--- src/rtl/ripemd160_hash_defines.svh ---
// Assertion macros for the RIPEMD-160 block.
`ifndef RIPEMD160_HASH_DEFINES_SVH
`define RIPEMD160_HASH_DEFINES_SVH
`ifndef NO_ASSERTIONS
`define RMD_ASSERT(label, prop) \
  label: assert property (@(posedge clk_i) disable iff (!rst_ni) prop) \
    else $error("assertion failed");
`define RMD_ASSERT_RST(label, prop) \
  label: assert property (@(posedge clk_i) prop) else $error("assertion failed");
`else
`define RMD_ASSERT(label, prop)
`define RMD_ASSERT_RST(label, prop)
`endif
`endif

--- src/rtl/rmd_pkg.sv ---
// Types, constants and round functions for the RIPEMD-160 block.
package rmd_pkg;
  localparam int unsigned QDepth = 4;
  localparam int unsigned QPtrW = 2;

  typedef struct packed {
    logic [7:0] data_byte;
    logic       has_byte;
    logic       end_of_message;
  } req_t;

  typedef struct packed {
    logic [31:0] digest_word;
    logic [2:0]  word_index;
    logic        last_word;
  } rsp_t;

  typedef enum logic [2:0] {
    S_IDLE, S_PAD, S_LEN, S_COMP, S_FOLD, S_EMIT
  } core_state_e;

  typedef logic [31:0] word_t;

  localparam word_t Iv0 = 32'h67452301;
  localparam word_t Iv1 = 32'hefcdab89;
  localparam word_t Iv2 = 32'h98badcfe;
  localparam word_t Iv3 = 32'h10325476;
  localparam word_t Iv4 = 32'hc3d2e1f0;

  localparam logic [3:0] MsgL [80] = '{
    0,1,2,3,4,5,6,7,8,9,10,11,12,13,14,15,
    7,4,13,1,10,6,15,3,12,0,9,5,2,14,11,8,
    3,10,14,4,9,15,8,1,2,7,0,6,13,11,5,12,
    1,9,11,10,0,8,12,4,13,3,7,15,14,5,6,2,
    4,0,5,9,7,12,2,10,14,1,3,8,11,6,15,13};
  localparam logic [3:0] MsgR [80] = '{
    5,14,7,0,9,2,11,4,13,6,15,8,1,10,3,12,
    6,11,3,7,0,13,5,10,14,15,8,12,4,9,1,2,
    15,5,1,3,7,14,6,9,11,8,12,2,10,0,4,13,
    8,6,4,1,3,11,15,0,5,12,2,13,9,7,10,14,
    12,15,10,4,1,5,8,7,6,2,13,14,0,3,9,11};
  localparam logic [3:0] RotL [80] = '{
    11,14,15,12,5,8,7,9,11,13,14,15,6,7,9,8,
    7,6,8,13,11,9,7,15,7,12,15,9,11,7,13,12,
    11,13,6,7,14,9,13,15,14,8,13,6,5,12,7,5,
    11,12,14,15,14,15,9,8,9,14,5,6,8,6,5,12,
    9,15,5,11,6,8,13,12,5,12,13,14,11,8,5,6};
  localparam logic [3:0] RotR [80] = '{
    8,9,9,11,13,15,15,5,7,7,8,11,14,14,12,6,
    9,13,15,7,12,8,9,11,7,7,12,7,6,15,13,11,
    9,7,15,11,8,6,6,14,12,13,5,14,13,13,7,5,
    15,5,8,11,14,14,6,14,6,9,12,9,12,5,15,8,
    8,5,12,9,12,5,14,6,8,13,6,5,15,13,11,11};
  localparam word_t KonL [5] = '{32'h0, 32'h5a827999, 32'h6ed9eba1,
                                 32'h8f1bbcdc, 32'ha953fd4e};
  localparam word_t KonR [5] = '{32'h50a28be6, 32'h5c4dd124, 32'h6d703ef3,
                                 32'h7a6d76e9, 32'h0};

  function automatic word_t rol(word_t x, logic [3:0] s);
    return (x << s) | (x >> (6'd32 - {2'b0, s}));
  endfunction

  function automatic word_t bool_fn(logic [2:0] sel, word_t x, word_t y, word_t z);
    case (sel)
      3'd0:    return x ^ y ^ z;
      3'd1:    return (x & y) | (~x & z);
      3'd2:    return (x | ~y) ^ z;
      3'd3:    return (x & z) | (y & ~z);
      default: return x ^ (y | ~z);
    endcase
  endfunction
endpackage

--- src/rtl/rmd_if.sv ---
// Valid/ready channel carrying a payload of the given type.
interface rmd_if #(parameter type T = logic);
  logic valid;
  logic ready;
  T     data;
  modport source (output valid, output data, input ready);
  modport sink (input valid, input data, output ready);
endinterface

--- src/rtl/rmd_front.sv ---
// Input stage: takes requests, drops empty ones, queues the rest.
module rmd_front (
  input  logic clk_i,
  input  logic rst_ni,
  rmd_if.sink   in_i,
  rmd_if.source q_o
);
  rmd_pkg::req_t mem_q [rmd_pkg::QDepth];
  logic [rmd_pkg::QPtrW-1:0] wr_q, rd_q;
  logic [rmd_pkg::QPtrW:0] cnt_q;
  logic push, pop;

  assign in_i.ready = (cnt_q != (rmd_pkg::QPtrW+1)'(rmd_pkg::QDepth));
  assign push = in_i.valid && in_i.ready && (in_i.data.has_byte || in_i.data.end_of_message);
  assign q_o.valid = (cnt_q != '0);
  assign q_o.data = mem_q[rd_q];
  assign pop = q_o.valid && q_o.ready;

  always_ff @(posedge clk_i) begin
    if (push) mem_q[wr_q] <= in_i.data;
  end

  always_ff @(posedge clk_i or negedge rst_ni) begin
    if (!rst_ni) begin
      wr_q <= '0;
      rd_q <= '0;
      cnt_q <= '0;
    end else begin
      if (push) wr_q <= wr_q + 1'b1;
      if (pop) rd_q <= rd_q + 1'b1;
      cnt_q <= cnt_q + {{rmd_pkg::QPtrW{1'b0}}, push} - {{rmd_pkg::QPtrW{1'b0}}, pop};
    end
  end
endmodule

--- src/rtl/rmd_core.sv ---
// Block buffer, padding sequencer and one-round-pair compression unit.
module rmd_core (
  input  logic clk_i,
  input  logic rst_ni,
  rmd_if.sink   q_i,
  rmd_if.source out_o
);
  `include "ripemd160_hash_defines.svh"
  typedef rmd_pkg::word_t word_t;

  rmd_pkg::core_state_e state_q, state_d;
  word_t blk_q [16];
  word_t cv_q [5];
  word_t al_q, bl_q, cl_q, dl_q, el_q, ar_q, br_q, cr_q, dr_q, er_q;
  logic [63:0] bits_q, len_q;
  logic [5:0] pos_q;
  logic [6:0] rnd_q;
  logic [2:0] lidx_q;
  logic fin_q;
  // 0x80 marker already placed
  logic mark_q;
  // padding remains unless the length bytes went in
  logic len_done_q;
  logic [2:0] emit_q;
  rmd_pkg::rsp_t out_q;
  logic out_vld_q;

  // byte fed into the buffer this cycle
  logic       put;
  logic [7:0] put_byte;
  logic       take;

  always_comb begin
    state_d = state_q;
    put = 1'b0;
    put_byte = 8'h00;
    take = 1'b0;
    case (state_q)
      rmd_pkg::S_IDLE: if (q_i.valid) begin
        take = 1'b1;
        put = q_i.data.has_byte;
        put_byte = q_i.data.data_byte;
        if (q_i.data.has_byte && pos_q == 6'd63) state_d = rmd_pkg::S_COMP;
        else if (q_i.data.end_of_message) state_d = rmd_pkg::S_PAD;
      end
      rmd_pkg::S_PAD: begin
        put = 1'b1;
        put_byte = mark_q ? 8'h00 : 8'h80;
        if (pos_q == 6'd63) state_d = rmd_pkg::S_COMP;
        else if (pos_q == 6'd55) state_d = rmd_pkg::S_LEN;
      end
      rmd_pkg::S_LEN: begin
        put = 1'b1;
        put_byte = len_q[8*lidx_q +: 8];
        if (pos_q == 6'd63) state_d = rmd_pkg::S_COMP;
      end
      rmd_pkg::S_COMP: if (rnd_q == 7'd79) state_d = rmd_pkg::S_FOLD;
      rmd_pkg::S_FOLD: begin
        if (fin_q && !len_done_q) state_d = rmd_pkg::S_PAD;
        else if (fin_q) state_d = rmd_pkg::S_EMIT;
        else state_d = rmd_pkg::S_IDLE;
      end
      rmd_pkg::S_EMIT: if (!out_vld_q || out_o.ready) begin
        if (emit_q == 3'd4) state_d = rmd_pkg::S_IDLE;
      end
      default: state_d = rmd_pkg::S_IDLE;
    endcase
  end

  assign q_i.ready = take;

  word_t fl, fr, tl, tr;
  logic [2:0] grp;
  always_comb begin
    grp = 3'(rnd_q >> 4);
    fl = rmd_pkg::bool_fn(grp, bl_q, cl_q, dl_q);
    fr = rmd_pkg::bool_fn(3'd4 - grp, br_q, cr_q, dr_q);
    tl = rmd_pkg::rol(al_q + fl + blk_q[rmd_pkg::MsgL[rnd_q]] + rmd_pkg::KonL[grp],
                      rmd_pkg::RotL[rnd_q]) + el_q;
    tr = rmd_pkg::rol(ar_q + fr + blk_q[rmd_pkg::MsgR[rnd_q]] + rmd_pkg::KonR[grp],
                      rmd_pkg::RotR[rnd_q]) + er_q;
  end

  always_ff @(posedge clk_i) begin
    if (put) begin
      if (pos_q[1:0] == 2'd0) blk_q[pos_q[5:2]] <= {24'h0, put_byte};
      else blk_q[pos_q[5:2]][8*pos_q[1:0] +: 8] <= put_byte;
    end
    if (state_q == rmd_pkg::S_COMP) begin
      al_q <= el_q; el_q <= dl_q; dl_q <= rmd_pkg::rol(cl_q, 4'd10); cl_q <= bl_q; bl_q <= tl;
      ar_q <= er_q; er_q <= dr_q; dr_q <= rmd_pkg::rol(cr_q, 4'd10); cr_q <= br_q; br_q <= tr;
    end else begin
      {al_q, bl_q, cl_q, dl_q, el_q} <= {cv_q[0], cv_q[1], cv_q[2], cv_q[3], cv_q[4]};
      {ar_q, br_q, cr_q, dr_q, er_q} <= {cv_q[0], cv_q[1], cv_q[2], cv_q[3], cv_q[4]};
    end
  end

  always_ff @(posedge clk_i or negedge rst_ni) begin
    if (!rst_ni) begin
      state_q <= rmd_pkg::S_IDLE;
      cv_q <= '{rmd_pkg::Iv0, rmd_pkg::Iv1, rmd_pkg::Iv2, rmd_pkg::Iv3, rmd_pkg::Iv4};
      bits_q <= '0;
      len_q <= '0;
      pos_q <= '0;
      rnd_q <= '0;
      lidx_q <= '0;
      fin_q <= 1'b0;
      mark_q <= 1'b0;
      len_done_q <= 1'b0;
      emit_q <= '0;
      out_vld_q <= 1'b0;
      out_q <= '0;
    end else begin
      state_q <= state_d;
      if (put) pos_q <= pos_q + 6'd1;
      if (take && q_i.data.has_byte) bits_q <= bits_q + 64'd8;
      if (take && q_i.data.end_of_message) begin
        fin_q <= 1'b1;
        len_q <= bits_q + (q_i.data.has_byte ? 64'd8 : 64'd0);
      end
      if (state_q == rmd_pkg::S_PAD) mark_q <= 1'b1;
      if (state_q == rmd_pkg::S_LEN) begin
        lidx_q <= lidx_q + 3'd1;
        if (lidx_q == 3'd7) len_done_q <= 1'b1;
      end
      if (state_q == rmd_pkg::S_COMP) rnd_q <= (rnd_q == 7'd79) ? 7'd0 : rnd_q + 7'd1;
      if (state_q == rmd_pkg::S_FOLD) begin
        cv_q[0] <= cv_q[1] + cl_q + dr_q;
        cv_q[1] <= cv_q[2] + dl_q + er_q;
        cv_q[2] <= cv_q[3] + el_q + ar_q;
        cv_q[3] <= cv_q[4] + al_q + br_q;
        cv_q[4] <= cv_q[0] + bl_q + cr_q;
      end
      if (state_q == rmd_pkg::S_EMIT && (!out_vld_q || out_o.ready)) begin
        out_vld_q <= 1'b1;
        out_q.digest_word <= cv_q[emit_q];
        out_q.word_index <= emit_q;
        out_q.last_word <= (emit_q == 3'd4);
        if (emit_q == 3'd4) begin
          emit_q <= '0;
          cv_q <= '{rmd_pkg::Iv0, rmd_pkg::Iv1, rmd_pkg::Iv2, rmd_pkg::Iv3, rmd_pkg::Iv4};
          bits_q <= '0;
          pos_q <= '0;
          lidx_q <= '0;
          fin_q <= 1'b0;
          mark_q <= 1'b0;
          len_done_q <= 1'b0;
        end else emit_q <= emit_q + 3'd1;
      end else if (out_vld_q && out_o.ready) begin
        out_vld_q <= 1'b0;
      end
    end
  end

  assign out_o.valid = out_vld_q;
  assign out_o.data = out_q;

  `RMD_ASSERT(a_rnd_comp, (rnd_q != 7'd0) |-> (state_q == rmd_pkg::S_COMP))
  `RMD_ASSERT(a_no_take_busy, take |-> (state_q == rmd_pkg::S_IDLE))
  `RMD_ASSERT(a_emit_idx, out_vld_q |-> (out_q.word_index <= 3'd4))
  `RMD_ASSERT(a_last, out_vld_q |-> (out_q.last_word == (out_q.word_index == 3'd4)))
endmodule

--- src/rtl/ripemd160_hash.sv ---
// RIPEMD-160 hash, top level.
// One message byte per request; a request with end_of_message set pads the
// message, finishes it and returns the digest as five 32-bit words, index 0
// first, each word's bytes little-endian. Requests pass a four-entry queue,
// which registers them, and the core then takes one byte a cycle into its
// block buffer while idle; each full 64-byte block occupies the single
// compression unit for 80 round pairs plus the chaining fold, during which no
// byte is taken. A finished message adds padding and length bytes up to the
// end of the block and a second padded block when fewer than nine bytes
// remain; each padded block is compressed the same way before the five
// digest words are sent.
module ripemd160_hash (
  input  logic clk_i,
  input  logic rst_ni,
  rmd_if.sink   in_i,
  rmd_if.source out_o
);
  rmd_if #(.T(rmd_pkg::req_t)) q_ch ();

  rmd_front u_front (.clk_i, .rst_ni, .in_i, .q_o(q_ch.source));
  rmd_core  u_core  (.clk_i, .rst_ni, .q_i(q_ch.sink), .out_o);
endmodule

--- src/flat_wrapper.sv ---
// flat-port wrapper written by rule: the top's interface ports become plain ports
module ripemd160_hash_flat 
  (clk_i, rst_ni, in_i_valid, in_i_data, in_i_ready, out_o_valid, out_o_data, out_o_ready);
  rmd_if #(.T(rmd_pkg::req_t)) in_i_i ();
  rmd_if #(.T(rmd_pkg::rsp_t)) out_o_i ();
  input  logic clk_i;
  input  logic rst_ni;
  input wire logic [$bits(in_i_i.valid)-1:0] in_i_valid;
  input wire logic [$bits(in_i_i.data)-1:0] in_i_data;
  output wire logic [$bits(in_i_i.ready)-1:0] in_i_ready;
  output wire logic [$bits(out_o_i.valid)-1:0] out_o_valid;
  output wire logic [$bits(out_o_i.data)-1:0] out_o_data;
  input wire logic [$bits(out_o_i.ready)-1:0] out_o_ready;
  assign in_i_i.valid = in_i_valid;
  assign in_i_i.data = in_i_data;
  assign in_i_ready = in_i_i.ready;
  assign out_o_valid = out_o_i.valid;
  assign out_o_data = out_o_i.data;
  assign out_o_i.ready = out_o_ready;
  ripemd160_hash u_core (.clk_i(clk_i), .rst_ni(rst_ni), .in_i(in_i_i), .out_o(out_o_i));
endmodule
--- config.mk ---
export PLATFORM = sky130hd
export DESIGN_NAME = ripemd160_hash_flat
export DESIGN_NICKNAME = d
export VERILOG_FILES = /design/src/rtl/rmd_pkg.sv /design/src/rtl/rmd_if.sv /design/src/rtl/rmd_front.sv /design/src/rtl/rmd_core.sv /design/src/rtl/ripemd160_hash.sv /design/src/flat_wrapper.sv
export VERILOG_INCLUDE_DIRS = /design/src /design/src/rtl
export SDC_FILE = /design/constraint.sdc
export NUM_CORES = 2
export LEC_CHECK = 0
export BUFFER_PORTS_ARGS = -buffer_cell sky130_fd_sc_hd__buf_4
export CAP_MARGIN = 10
export CORE_MARGIN = 1
export CORE_UTILIZATION = 55
export DETAILED_ROUTE_END_ITERATION = 8
export PLACE_DENSITY = 0.71
export SLEW_MARGIN = 5
export SYNTH_ARGS = -nofsm -noshare
export SYNTH_HDL_FRONTEND = slang
export SYNTH_SLANG_ARGS = --single-unit
--- constraint.sdc ---
create_clock -name clk_i -period 23.4 [get_ports clk_i]
set_input_delay 3.51 -clock clk_i [delete_from_list [all_inputs] [get_ports clk_i]]
set_output_delay 3.51 -clock clk_i [all_outputs]
set_load 0.05 [all_outputs]
==> impl_metrics.csv <==
group,metric,value,unit
status,outcome,"finished clean",
placed_design,io_buffers,51,
sta,setup_violations,0,
sta,drv_slew,0,
setup_path,critical_path.slowest_cell,"buf_4",
clock_network,post-cts-setup-buffer-count,0,
clock_network,cts_tree,"yes",
synth,synth_ff_type,"edfxtp_1",
cells_and_area,layout_common_cells,"nand2_1 (1770), o21ai_0 (630), nor2_1 (571), edfxtp_1 (552), a21oi_1 (545)",
grt,grt_pass1_wl,471200,um
cells_and_area,layout_commonest_cell,"nand2_1",
routing,final_antenna_net_count,0,
floorplanning,io_pins,52,
setup_path,crit_fanout,64,
synth,async_flop_share,28.70,%
floorplanning,start_util,55.35,%
clock_network,cts_max_level,4,
clock_network,cts_made_buffers,138,
placed_design,place_hpwl,243400,um
synth,seq_area_frac_synth,37.42,%
setup_path,startpoint_type,"flop",
grt,antenna_found_initial,17,
clock_network,cts_resized,0,
setup_path,critPathRequiredTime,24.13,ns
synth,synth_seq_cells,1223,
min_path,holdCritPathClass,"flop to flop",
setup_path,critPathArrivalTime,15.54,ns
clock_network,clk_pin_slew,0.05,ns
grt,met1_usage,53.39,%
floorplanning,die-area,156400,um2
sta,period_share,63.30,%
synth,synth.yosys.warnings,0,
synth,yosys.cell_types.count,98,
setup_path,path_class,"flop to flop",
min_path,hold_depth,2,
grt,top_usage_layer,"met2",
synth,syn_inst,9365,
synth,yosys-top-cells-area,"edfxtp_1 (19%), dfrtp_1 (8.0%), nand2_1 (7.8%), dfxtp_1 (7.5%), fa_1 (6.7%)",
routing,drt-total-wl,325100,um
sta,tightest_slew,1.343,ns
floorplanning,core,153900,um2
grt,grt_pass1_vias,70700,
floorplanning,die_w,395.5,um
synth,avgSynthCellArea,9.094,um2
cells_and_area,fillers,13190,
grt,grt_use_met2,59.74,%
flow_run,cap_violations,0,
setup_path,reg2regPathDepth,43,
grt,overflow,0,
cells_and_area,register_area,31870,um2
cells_and_area,area_delta_synth_final,8.107,%
clock_network,hold_buffers,0,
setup_path,max_stage_delay,0.73,ns
routing,drt_iter0_drc,9943,
sta,skew,0.04221,ns
routing,wl_per_cell,28.70,um
synth,yosysTopAreaCell,"edfxtp_1",
clock_network,clockBufferDepth,3,
sta,hold_viol_final,0,
sta,slew_headroom,10.14,%
cells_and_area,multi_input_comb_area,49990,um2
cells_and_area,final_net_count,9848,
sta,period_needed,14.81,ns
grt,grtUsageMet3,9.429,%
clock_network,root_buffer,"clkbuf_16",
placed_design,gp_congestion,1.053,
sta,fmaxAchievable,67.51,MHz
routing,viasPerCell,6.613,
cells_and_area,drive_above_1_share,7.866,%
grt,grt_max_degree,187,
synth,synth_edf_count,552,
routing,drtPass1Iterations,8,
grt,grt_util_all_layers,40.82,%
floorplanning,row_count,144,
floorplanning,chipHeight,395.5,um
sta,rsz0062_at_grt,"no",
sta,totalNegativeSetupSlack,0,ns
synth,syn_area,85160,um2
routing,drc_errors,0,
clock_network,cts.sinks,1223,
setup_path,crit_path_end_kind,"flop",
routing,dr_total_vias,74910,
clock_network,clkLatencyLatePin,0.82,ns
synth,yosysTopAreaCellShare,19.46,%
synth,synthesis.nets,10040,
-- cells by family after synthesis --
family	share of synthesized area [%]
AOI/OAI and AO/OA	18.07
buffers and inverters	4.174
adders and majority gates	12.28
DFF	37.42
xor gates and xnor gates	5.245
and+or+nand+nor	16.65
muxes	6.162
-- through the flow --
step	hold WS [ns]	setup slack, ns	util [%]	cell area [um2]	instances
global route	0.4986	8.076	59.83	92060	11330
floorplan	0.4444	11.56	-	85160	9365
detailed placement	0.4658	9.050	56.85	87470	11070
finish	0.4785	8.588	59.84	92070	11330
CTS	0.4788	8.985	59.79	92000	11320
global placement	0.4579	9.182	56.85	87470	11070
-- cell type report --
| type | instances | share of cell area [%] |
|---|---|---|
| Antenna cell | 3 | 0.008154 |
| Clock buffer | 188 | 4.288 |
| Clock inverter | 64 | 0.6401 |
| Inverter | 401 | 1.635 |
| Multi-Input combinational cell | 7205 | 54.29 |
| Sequential cell | 1223 | 34.62 |
| Tap cell | 2044 | 2.778 |
| Timing Repair Buffer | 200 | 1.741 |
-- registers in the layout, indices dropped and copies added (netlist names), 6 cells and up --
name and count:
u_core.u_core.blk_q 512, u_core.u_core.cv_q 160, u_core.u_core.bits_q 61, u_core.u_core.len_q 61
u_core.u_front.mem_q 40, u_core.u_core.out_o.data 36, u_core.u_core.al_q 32, u_core.u_core.ar_q 32
u_core.u_core.bl_q 32, u_core.u_core.br_q 32, u_core.u_core.cl_q 32, u_core.u_core.cr_q 32
u_core.u_core.dl_q 32, u_core.u_core.dr_q 32, u_core.u_core.el_q 32, u_core.u_core.er_q 32
u_core.u_core.rnd_q 7, u_core.u_core.pos_q 6
-- synth_stat cells (32+ instances only) --
master,number
edfxtp_1,552
dfxtp_1,320
a311oi_1,88
xor2_1,254
mux2i_1,243
dfstp_2,80
a22oi_1,53
mux2_2,42
o21a_1,65
nor3_1,83
fa_1,285
a211oi_1,215
clkbuf_1,449
nand3_1,202
buf_1,61
and2_1,173
nand2b_1,59
o211ai_1,138
mux4_2,104
dfrtp_1,271
and3_1,50
inv_1,395
nor2b_1,101
or3_1,49
nor2_1,573
nand4_1,54
xnor2_1,256
ha_1,380
a31oi_1,86
a221oi_1,38
o31ai_1,48
nand2_1,1773
a21oi_1,545
o21ai_0,631
a21o_1,113
o22ai_1,110
o21bai_1,32
-- critical path, delay by kind of cell, from the launching register on --
| family | cells | cell delay (ns) |
|---|---|---|
| AO/OA/AOI/OAI | 19 | 5.86 |
| multiplexers | 3 | 1.17 |
| buffers and inverters | 6 | 1.71 |
| AND/OR/NAND/NOR | 9 | 2.87 |
| adder cells (fa/ha/maj) | 6 | 2.68 |
| flip-flops | 1 | 0.31 |
-- metal layers --
layer / up-vias / part of all wire (%) / wire length, um
met1: 36490 / 38 / 124700
met2: 4438 / 43 / 138900
met3: 960 / 11 / 34740
met5: - / 0.032 / 103
met4: 18 / 8.2 / 26660
li1: 33010 / - / -
-- path summary, 6_finish.rpt --
kind                                    startpoint                          end  slack (ns)
max                         u_core.u_core.rnd_q[1]       u_core.u_core.br_q[31]        8.59
min                        u_core.u_core.len_q[32]      u_core.u_core.len_q[32]        0.48
max reg2reg                 u_core.u_core.rnd_q[1]       u_core.u_core.br_q[31]        8.59
min reg2reg                u_core.u_core.len_q[32]      u_core.u_core.len_q[32]        0.48
max in group asynchronous                   rst_ni       u_core.u_front.wr_q[1]       17.75
min in group asynchronous                   rst_ni  u_core.u_core.out_o.data[0]        2.64
Power is left out: the tool's default activity adds up to more than one toggle a clock period on the data nets, which glitch-free logic cannot reach.
